===== src/hw/rtl/cst_pkg.sv =====
`timescale 1ns / 1ps
// Shared constants and types for the character stream tokenizer.
// No dependencies.
package cst_pkg;

  localparam int MAX_IDENT_LEN_DEFAULT = 35;

  localparam int KIND_W  = 4;
  localparam int VALUE_W = 32;
  localparam int LINE_W  = 32;
  localparam int CHAR_W  = 8;
  localparam int LEN_W   = 6;

  typedef logic [KIND_W-1:0] kind_t;

  localparam kind_t K_SEMI    = 4'd0;
  localparam kind_t K_PLUS    = 4'd1;
  localparam kind_t K_MINUS   = 4'd2;
  localparam kind_t K_STAR    = 4'd3;
  localparam kind_t K_SLASH   = 4'd4;
  localparam kind_t K_LPAREN  = 4'd5;
  localparam kind_t K_RPAREN  = 4'd6;
  localparam kind_t K_INTLIT  = 4'd7;
  localparam kind_t K_CONOUT  = 4'd8;
  localparam kind_t K_UNKNOWN = 4'd9;
  localparam kind_t K_TOOLONG = 4'd10;

  localparam int KEYWORD_LEN = 6;
  localparam logic [CHAR_W-1:0] KEYWORD [KEYWORD_LEN] = '{
    8'h63, 8'h6F, 8'h6E, 8'h6F, 8'h75, 8'h74
  };

  typedef struct packed {
    kind_t                     kind;
    logic signed [VALUE_W-1:0] value;
    logic [LINE_W-1:0]         line;
    logic                      last;
  } token_t;

endpackage


===== src/hw/rtl/cst_char_if.sv =====
`timescale 1ns / 1ps
// Input channel: one source byte or end-of-text mark per transfer.
// Depends on cst_pkg.
interface cst_char_if;
  logic                       valid;
  logic                       ready;
  logic [cst_pkg::CHAR_W-1:0] char_byte;
  logic                       end_of_input;

  modport source (output valid, char_byte, end_of_input, input ready);
  modport sink (input valid, char_byte, end_of_input, output ready);
endinterface


===== src/hw/rtl/cst_token_if.sv =====
`timescale 1ns / 1ps
// Output channel: one token per transfer.
// Depends on cst_pkg.
interface cst_token_if;
  logic                                valid;
  logic                                ready;
  logic [cst_pkg::KIND_W-1:0]          token_kind;
  logic signed [cst_pkg::VALUE_W-1:0]  int_value;
  logic [cst_pkg::LINE_W-1:0]          line_number;
  logic                                last_of_run;

  modport source (output valid, token_kind, int_value, line_number, last_of_run,
                  input ready);
  modport sink (input valid, token_kind, int_value, line_number, last_of_run,
                output ready);
endinterface


===== src/hw/rtl/char_stream_tokenizer.sv =====
`timescale 1ns / 1ps
// Character stream tokenizer: scanner state, token logic and output queue.
// Depends on cst_pkg, cst_char_if and cst_token_if.
//
// Usage:
//   chars  : one ASCII byte per transfer, or end_of_input=1 to close the text.
//   tokens : token kind, literal value, line number, and last_of_run marking
//            the final token caused by one input byte (a byte may give two).
//   Each byte is scanned in the cycle it transfers; its tokens enter a
//   four-entry output queue and can be taken from the next cycle on.
//   Throughput is one byte per cycle while each byte gives at most one token
//   and tokens.ready stays high; the queue drains one token per cycle.
//   chars.ready is high while the queue has room for two tokens, so a
//   stalled receiver holds the input back after at most four queued tokens.
//   After an error token or end of text the block drops all further bytes
//   until reset. Synchronous reset empties the queue, returns the scanner
//   to idle and sets the line counter to 1.
module char_stream_tokenizer #(
  parameter int MAX_IDENT_LEN = cst_pkg::MAX_IDENT_LEN_DEFAULT
) (
  input  logic        clk,
  input  logic        rst,
  cst_char_if.sink    chars,
  cst_token_if.source tokens
);
  import cst_pkg::*;

  localparam logic [2:0] PH_IDLE  = 3'd0;
  localparam logic [2:0] PH_INT   = 3'd1;
  localparam logic [2:0] PH_IDENT = 3'd2;
  localparam logic [2:0] PH_ENDED = 3'd3;
  localparam logic [2:0] PH_ERROR = 3'd4;

  localparam logic [LEN_W-1:0] LEN_LIMIT = LEN_W'(MAX_IDENT_LEN - 1);
  localparam int QDEPTH = 4;
  localparam int QPTR_W = 2;

  typedef struct packed {
    logic       emit;
    kind_t      kind;
    logic [2:0] phase;
    logic       newline;
    logic       start_int;
    logic       start_ident;
  } idle_res_t;

  logic [2:0]         phase;
  logic [VALUE_W-1:0] int_accum;
  logic [LEN_W-1:0]   ident_length;
  logic               keyword_prefix_ok;
  logic [LINE_W-1:0]  line_count;

  logic [2:0]         phase_next;
  logic [VALUE_W-1:0] int_accum_next;
  logic [LEN_W-1:0]   ident_length_next;
  logic               keyword_prefix_ok_next;
  logic [LINE_W-1:0]  line_count_next;

  token_t             queue [QDEPTH];
  logic [QPTR_W-1:0]  head;
  logic [QPTR_W-1:0]  tail;
  logic [QPTR_W:0]    count;

  logic               accept;
  logic               pop;
  logic               emit_a;
  logic               emit_b;
  kind_t              kind_a;
  kind_t              kind_b;
  logic [VALUE_W-1:0] value_a;
  logic [1:0]         n_push;

  function automatic logic is_digit(input logic [CHAR_W-1:0] c);
    return (c >= 8'h30) && (c <= 8'h39);
  endfunction

  function automatic logic is_alpha(input logic [CHAR_W-1:0] c);
    return ((c >= 8'h61) && (c <= 8'h7A)) || ((c >= 8'h41) && (c <= 8'h5A));
  endfunction

  function automatic idle_res_t idle_byte(input logic [CHAR_W-1:0] c);
    idle_res_t r;
    r = '{emit: 1'b1, kind: K_UNKNOWN, phase: PH_IDLE, newline: 1'b0,
          start_int: 1'b0, start_ident: 1'b0};
    case (c)
      8'h20, 8'h09, 8'h0D, 8'h0C: r.emit = 1'b0;
      8'h0A: begin
        r.emit    = 1'b0;
        r.newline = 1'b1;
      end
      8'h3B: r.kind = K_SEMI;
      8'h2B: r.kind = K_PLUS;
      8'h2D: r.kind = K_MINUS;
      8'h2A: r.kind = K_STAR;
      8'h2F: r.kind = K_SLASH;
      8'h28: r.kind = K_LPAREN;
      8'h29: r.kind = K_RPAREN;
      default: begin
        if (is_digit(c)) begin
          r.emit      = 1'b0;
          r.phase     = PH_INT;
          r.start_int = 1'b1;
        end else if (is_alpha(c) || c == 8'h5F) begin
          r.emit        = 1'b0;
          r.phase       = PH_IDENT;
          r.start_ident = 1'b1;
        end else begin
          r.phase = PH_ERROR;
        end
      end
    endcase
    return r;
  endfunction

  assign accept = chars.valid && chars.ready;
  assign pop    = tokens.valid && tokens.ready;

  // Scanner step
  always_comb begin
    idle_res_t         ib;
    logic              run_idle;
    logic [CHAR_W-1:0] c;
    logic              ident_ok;
    c        = chars.char_byte;
    ib       = idle_byte(c);
    run_idle = 1'b0;
    ident_ok = keyword_prefix_ok && (ident_length == LEN_W'(KEYWORD_LEN));

    phase_next             = phase;
    int_accum_next         = int_accum;
    ident_length_next      = ident_length;
    keyword_prefix_ok_next = keyword_prefix_ok;
    line_count_next        = line_count;
    emit_a  = 1'b0;
    emit_b  = 1'b0;
    kind_a  = K_UNKNOWN;
    kind_b  = ib.kind;
    value_a = '0;

    if (phase == PH_IDLE || phase == PH_INT || phase == PH_IDENT) begin
      if (chars.end_of_input) begin
        phase_next = PH_ENDED;
        if (phase == PH_INT) begin
          emit_a  = 1'b1;
          kind_a  = K_INTLIT;
          value_a = int_accum;
        end else if (phase == PH_IDENT) begin
          emit_a = 1'b1;
          kind_a = ident_ok ? K_CONOUT : K_UNKNOWN;
        end
      end else if (phase == PH_INT) begin
        if (is_digit(c)) begin
          int_accum_next = (int_accum << 3) + (int_accum << 1) +
                           VALUE_W'(c - 8'h30);
        end else begin
          emit_a   = 1'b1;
          kind_a   = K_INTLIT;
          value_a  = int_accum;
          run_idle = 1'b1;
        end
      end else if (phase == PH_IDENT) begin
        if (is_alpha(c) || is_digit(c) || c == 8'h5F) begin
          if (ident_length >= LEN_LIMIT) begin
            phase_next = PH_ERROR;
            emit_a     = 1'b1;
            kind_a     = K_TOOLONG;
          end else begin
            keyword_prefix_ok_next = keyword_prefix_ok &&
              (ident_length < LEN_W'(KEYWORD_LEN)) &&
              (c == KEYWORD[ident_length[2:0]]);
            ident_length_next = ident_length + 1'b1;
          end
        end else begin
          emit_a = 1'b1;
          if (ident_ok) begin
            kind_a   = K_CONOUT;
            run_idle = 1'b1;
          end else begin
            kind_a     = K_UNKNOWN;
            phase_next = PH_ERROR;
          end
        end
      end else begin
        run_idle = 1'b1;
      end
    end

    if (run_idle) begin
      phase_next = ib.phase;
      emit_b     = ib.emit;
      if (ib.newline && line_count != '1) begin
        line_count_next = line_count + 1'b1;
      end
      if (ib.start_int) begin
        int_accum_next = VALUE_W'(c - 8'h30);
      end
      if (ib.start_ident) begin
        ident_length_next      = LEN_W'(1);
        keyword_prefix_ok_next = (c == KEYWORD[0]);
      end
    end
  end

  assign n_push = accept ? (2'(emit_a) + 2'(emit_b)) : 2'd0;

  always_ff @(posedge clk) begin
    if (rst) begin
      phase             <= PH_IDLE;
      int_accum         <= '0;
      ident_length      <= '0;
      keyword_prefix_ok <= 1'b1;
      line_count        <= LINE_W'(1);
    end else if (accept) begin
      phase             <= phase_next;
      int_accum         <= int_accum_next;
      ident_length      <= ident_length_next;
      keyword_prefix_ok <= keyword_prefix_ok_next;
      line_count        <= line_count_next;
    end
  end

  // Output queue
  always_ff @(posedge clk) begin
    if (rst) begin
      head  <= '0;
      tail  <= '0;
      count <= '0;
    end else begin
      if (pop) begin
        head <= head + 1'b1;
      end
      tail  <= tail + QPTR_W'(n_push);
      count <= count + (QPTR_W+1)'(n_push) - (QPTR_W+1)'(pop);
    end
  end

  always_ff @(posedge clk) begin
    if (accept) begin
      if (emit_a) begin
        queue[tail] <= '{kind: kind_a, value: value_a, line: line_count,
                         last: !emit_b};
        if (emit_b) begin
          queue[tail + 1'b1] <= '{kind: kind_b, value: '0, line: line_count,
                                  last: 1'b1};
        end
      end else if (emit_b) begin
        queue[tail] <= '{kind: kind_b, value: '0, line: line_count, last: 1'b1};
      end
    end
  end

  assign chars.ready        = (count <= (QPTR_W+1)'(QDEPTH - 2));
  assign tokens.valid       = (count != '0);
  assign tokens.token_kind  = queue[head].kind;
  assign tokens.int_value   = queue[head].value;
  assign tokens.line_number = queue[head].line;
  assign tokens.last_of_run = queue[head].last;

  a_count_bound: assert property (@(posedge clk) disable iff (rst)
    count <= (QPTR_W+1)'(QDEPTH))
    else $error("output queue overflow");

  a_error_sticky: assert property (@(posedge clk) disable iff (rst)
    phase == PH_ERROR |=> phase == PH_ERROR)
    else $error("left error phase without reset");

  a_halted_silent: assert property (@(posedge clk) disable iff (rst)
    (accept && (phase == PH_ENDED || phase == PH_ERROR)) |-> n_push == 2'd0)
    else $error("token produced while halted");

  a_line_nonzero: assert property (@(posedge clk) disable iff (rst)
    line_count != '0)
    else $error("line counter reached zero");

  a_second_needs_first_room: assert property (@(posedge clk) disable iff (rst)
    (n_push == 2'd2) |-> (emit_a && emit_b))
    else $error("two tokens pushed without both sources");

endmodule


===== src/flat_wrapper.sv =====
// flat-port wrapper written by rule: the top's interface ports become plain ports
module char_stream_tokenizer_flat import cst_pkg::*;
#(
  parameter int MAX_IDENT_LEN = cst_pkg::MAX_IDENT_LEN_DEFAULT
)
  (clk, rst, chars_valid, chars_char_byte, chars_end_of_input, chars_ready, tokens_valid, tokens_token_kind, tokens_int_value, tokens_line_number, tokens_last_of_run, tokens_ready);
  cst_char_if chars_i ();
  cst_token_if tokens_i ();
  input  logic clk;
  input  logic rst;
  input wire logic [$bits(chars_i.valid)-1:0] chars_valid;
  input wire logic [$bits(chars_i.char_byte)-1:0] chars_char_byte;
  input wire logic [$bits(chars_i.end_of_input)-1:0] chars_end_of_input;
  output wire logic [$bits(chars_i.ready)-1:0] chars_ready;
  output wire logic [$bits(tokens_i.valid)-1:0] tokens_valid;
  output wire logic [$bits(tokens_i.token_kind)-1:0] tokens_token_kind;
  output wire logic [$bits(tokens_i.int_value)-1:0] tokens_int_value;
  output wire logic [$bits(tokens_i.line_number)-1:0] tokens_line_number;
  output wire logic [$bits(tokens_i.last_of_run)-1:0] tokens_last_of_run;
  input wire logic [$bits(tokens_i.ready)-1:0] tokens_ready;
  assign chars_i.valid = chars_valid;
  assign chars_i.char_byte = chars_char_byte;
  assign chars_i.end_of_input = chars_end_of_input;
  assign chars_ready = chars_i.ready;
  assign tokens_valid = tokens_i.valid;
  assign tokens_token_kind = tokens_i.token_kind;
  assign tokens_int_value = tokens_i.int_value;
  assign tokens_line_number = tokens_i.line_number;
  assign tokens_last_of_run = tokens_i.last_of_run;
  assign tokens_i.ready = tokens_ready;
  char_stream_tokenizer #(.MAX_IDENT_LEN(MAX_IDENT_LEN)) u_core (.clk(clk), .rst(rst), .chars(chars_i), .tokens(tokens_i));
endmodule

===== config.mk =====
export PLATFORM = sky130hd
export DESIGN_NAME = char_stream_tokenizer_flat
export DESIGN_NICKNAME = d
export VERILOG_FILES = /design/src/hw/rtl/cst_pkg.sv /design/src/hw/rtl/cst_char_if.sv /design/src/hw/rtl/cst_token_if.sv /design/src/hw/rtl/char_stream_tokenizer.sv /design/src/flat_wrapper.sv
export SDC_FILE = /design/constraint.sdc
export NUM_CORES = 1
export LEC_CHECK = 0
export ABC_AREA = 1
export BUFFER_PORTS_ARGS = -buffer_cell sky130_fd_sc_hd__buf_2
export CAP_MARGIN = 20
export CELL_PAD_IN_SITES_DETAIL_PLACEMENT = 2
export CELL_PAD_IN_SITES_GLOBAL_PLACEMENT = 2
export CORE_MARGIN = 2
export CORE_UTILIZATION = 40
export DETAILED_ROUTE_END_ITERATION = 8
export HOLD_SLACK_MARGIN = 0.15
export PLACE_DENSITY_LB_ADDON = 0.1
export SYNTH_ARGS = -nofsm -noshare
export SYNTH_HDL_FRONTEND = slang
export SYNTH_SLANG_ARGS = --single-unit

===== constraint.sdc =====
create_clock -name clk -period 8.67 [get_ports clk]
set_clock_uncertainty 0.2 [all_clocks]
set_input_delay 1.3005 -clock clk [delete_from_list [all_inputs] [get_ports clk]]
set_output_delay 1.3005 -clock clk [all_outputs]
set_load 0.02 [all_outputs]

==> impl_metrics.env <==
export IMPL_outcome="completed"
export IMPL_critPathSlowestCell="nand2_2"
export IMPL_startpoint="chars_char_byte[4]"
export IMPL_drive_above_1_share_pct=8.81
export IMPL_core_area_um2=51100
export IMPL_cts_setup_buffers=0
export IMPL_insertion_delay_ns=0.59
export IMPL_overflow=0
export IMPL_vias=19900
export IMPL_synth_avg_cell_area_um2=7.58
export IMPL_htree_levels=2
export IMPL_ys_ff_latch=359
export IMPL_holdPathStages=2
export IMPL_holdPathEnd="u_core.ident_length[5]$_SDFFE_PP0P_"
export IMPL_dieArea_um2=53400
export IMPL_route_detailed_drc=0
export IMPL_fillers=5879
export IMPL_dr_pass1_iters=5
export IMPL_hold_start="u_core.ident_length[5]$_SDFFE_PP0P_"
export IMPL_area_growth_pct=9.41
export IMPL_cts_tree="yes"
export IMPL_setup_viol=0
export IMPL_hpwlAfterDp_um=53100
export IMPL_path_class="in2reg"
export IMPL_path_max_fanout=145
export IMPL_postCtsResizedCells=0
export IMPL_synth_most_common_cell="nand2_1"
export IMPL_cts_hold_buffers=0
export IMPL_drt_initial_drc_count=1282
export IMPL_syn_area_um2=20600
export IMPL_r2r_slack_ns=3.39
export IMPL_maxCapViolations=0
export IMPL_final_area_um2=22600
export IMPL_finalCriticalPeriod_ns=6.02
export IMPL_hp_class="reg2reg"
export IMPL_ant_nets=0
export IMPL_async_flop_share_pct=0
export IMPL_r2r_start="u_core.ident_length[0]$_SDFFE_PP0P_"
export IMPL_multiInputGateArea_um2=10400
export IMPL_grtUsageTotal_pct=30.0
export IMPL_diodes=0
export IMPL_pre_cts_ws_ns=2.09
export IMPL_cts_path_max_buffers=3
export IMPL_yosysSeqAreaShare_pct=41.8
export IMPL_tns_ns=0
export IMPL_maxSlewHeadroom_pct=29.3
export IMPL_synth_cell_type_count=49
export IMPL_register_area_um2=8630
export IMPL_synth_top_flop_cell="dfxtp_1"
export IMPL_synthCells=2721
export IMPL_post_drt_wl_per_cell_um=23.8
export IMPL_crit_arrival_ns=6.04
export IMPL_wl_um=81000
export IMPL_power_leakage_nw=9.33
export IMPL_die_w_um=231
export IMPL_crit_chain="buf_2, inv_1, ha_1, nand2_1, inv_1, o21ai_4, nand2_2, inv_2, nand2_1, nor2_1, inv_1, a21oi_1, ha_1, nand2_1, nand2_8, nand2_2, nand2_1, buf_4"
export IMPL_endpoint_kind="register"
export IMPL_cts_buffers=42
export IMPL_critical_path_max_stage_delay_ns=0.81
export IMPL_synthTopCellsByCount="444 x nand2_1, 385 x nor2_1, 361 x a21oi_1"
export IMPL_worst_endpoint_required_ns=8.69
export IMPL_timing_rr_end="u_core.queue[0][1]$_DFFE_PP_"
export IMPL_grt_max_degree=146
export IMPL_fin_ws_ns=2.65
export IMPL_place_congestion=0.853
export IMPL_ioPinCount=84
export IMPL_grt_pass1_vias=21100
export IMPL_hold_viol_final=0
export IMPL_cellPowerDensity_nw_per_um2=300
export IMPL_ir_worst_vdd_uv=154
export IMPL_reg2reg_depth=16
export IMPL_finalMaxSlewViolations=0
export IMPL_synth_area_leaders="edfxtp_1 21%, dfxtp_1 21%, a21oi_1 8.8%, nand2_1 8.1%, nor2_1 7.0%"
export IMPL_critPathLaunchType="primary input"
export IMPL_grt_pass1_wl_um=125000
export IMPL_syn_nets=2811
export IMPL_port_buffers=83
export IMPL_p_total_w=0.00676
export IMPL_rsz0062_at_grt="false"
export IMPL_utilization_pct=44.2
export IMPL_die_height_um=231
export IMPL_synth_edf_count=144
export IMPL_ys_warnings_count=0
export IMPL_period_share_pct=69.4
export IMPL_clock_sinks=359
export IMPL_synth_top_area_cell="edfxtp_1"
export IMPL_start_util_pct=40.4
export IMPL_worst_slew_pin_slew_ns=1.06
export IMPL_fmax_mhz=166
export IMPL_placed_cell_area_um2=21100
export IMPL_nNetsFinal=2782
export IMPL_synth_top_area_share_pct=21.0
export IMPL_via_per_inst=5.85
export IMPL_clk_pin_slew_ns=0.06
export IMPL_antenna_found_initial=1
export IMPL_rows=83
export IMPL_cpMostUsedCell="nand2_1"
export IMPL_root_buffer="clkbuf_16"
-- where the power goes --
group | leakage [nW] | internal [W] | switching, W
combinational | 5.50 | 0.000742 | 0.00184
clock | 0.684 | 0.00105 | 0.000778
sequential | 3.15 | 0.00212 | 0.000239
-- area by class of cell --
cell class              instances  area share, %
well taps                     680           3.77
inverters                     188           3.14
repair buffers                107           2.73
clock inverters                14          0.771
multi-input cells            1994           45.9
flip-flops and latches        359           38.3
clock buffers                  62           5.41
-- per-layer routing --
metal | track usage, % | wire length (um)
met5 | 0 | 0
met4 | 6.47 | 1470
met3 | 3.48 | 3840
met2 | 51.1 | 39300
met1 | 41.0 | 36400
-- metrics by stage --
stage,cells,hold slack (ns)
3_3_place_gp,3327,0.248
6_report,3404,0.275
3_5_place_dp,3327,0.267
2_1_floorplan,2721,0.236
4_1_cts,3403,0.276
5_1_grt,3404,0.303
-- placed cells by master (no fill, tap or decap), types with 3 or more instances in the layout --
cell type / instances
nand3_1: 234
xor2_1: 37
nor2_4: 6
a21oi_1: 361
edfxtp_1: 144
o211ai_1: 10
ha_1: 47
nand2_1: 440
nor3_1: 36
nor4_1: 11
a21boi_0: 4
fa_1: 30
buf_2: 83
buf_4: 23
xnor2_1: 5
clkbuf_1: 10
a21oi_2: 3
o22ai_1: 86
o21bai_1: 4
dfxtp_1: 213
inv_1: 170
o21ai_0: 210
inv_2: 17
o21ai_1: 5
or2_2: 5
o21a_1: 7
nand4_1: 23
a21o_1: 4
clkinv_2: 4
clkbuf_16: 42
nand2_2: 16
nor2_1: 381
nor2_2: 5
clkbuf_8: 9
inv_6: 3
-- sequential cells by signal, indices dropped and copies added (netlist names), named ones only --
signal,cells
u_core.tail,2
u_core.queue,276
u_core.count,3
u_core.ident_length,6
u_core.head,2
u_core.keyword_prefix_ok,1
u_core.line_count,32
u_core.phase,3
u_core.int_accum,32
-- worst max-delay path by stage --
stage | end | slack (ns)
after floorplan | u_core.int_accum[16]$_SDFFE_PP0P_ | 2.39
after global placement | u_core.queue[3][19]$_DFFE_PP_ | 2.42
after detailed placement | u_core.queue[3][19]$_DFFE_PP_ | 2.09
after CTS | u_core.queue[3][28]$_DFFE_PP_ | 2.69
after global routing | u_core.queue[3][28]$_DFFE_PP_ | 2.22
final | u_core.queue[0][1]$_DFFE_PP_ | 2.65
-- critical path, delay by kind of cell --
family / cells / cell delay, ns
AOI/OAI and AO/OA: 2 / 0.42
adders and majority gates: 2 / 0.46
buffers and inverters: 6 / 1.07
and+or+nand+nor: 8 / 2.61
-- cell families after synthesis --
kind of cell | after synthesis | share of synthesized area (%)
AO/OA/AOI/OAI | 706 | 18.4
XOR/XNOR | 42 | 1.78
AND/OR/NAND/NOR | 1169 | 24.1
flip-flops | 359 | 41.8
adder cells (fa/ha/maj) | 77 | 5.76
buffers and inverters | 368 | 8.16
No activity file was read; power rests on OpenSTA's default activity.
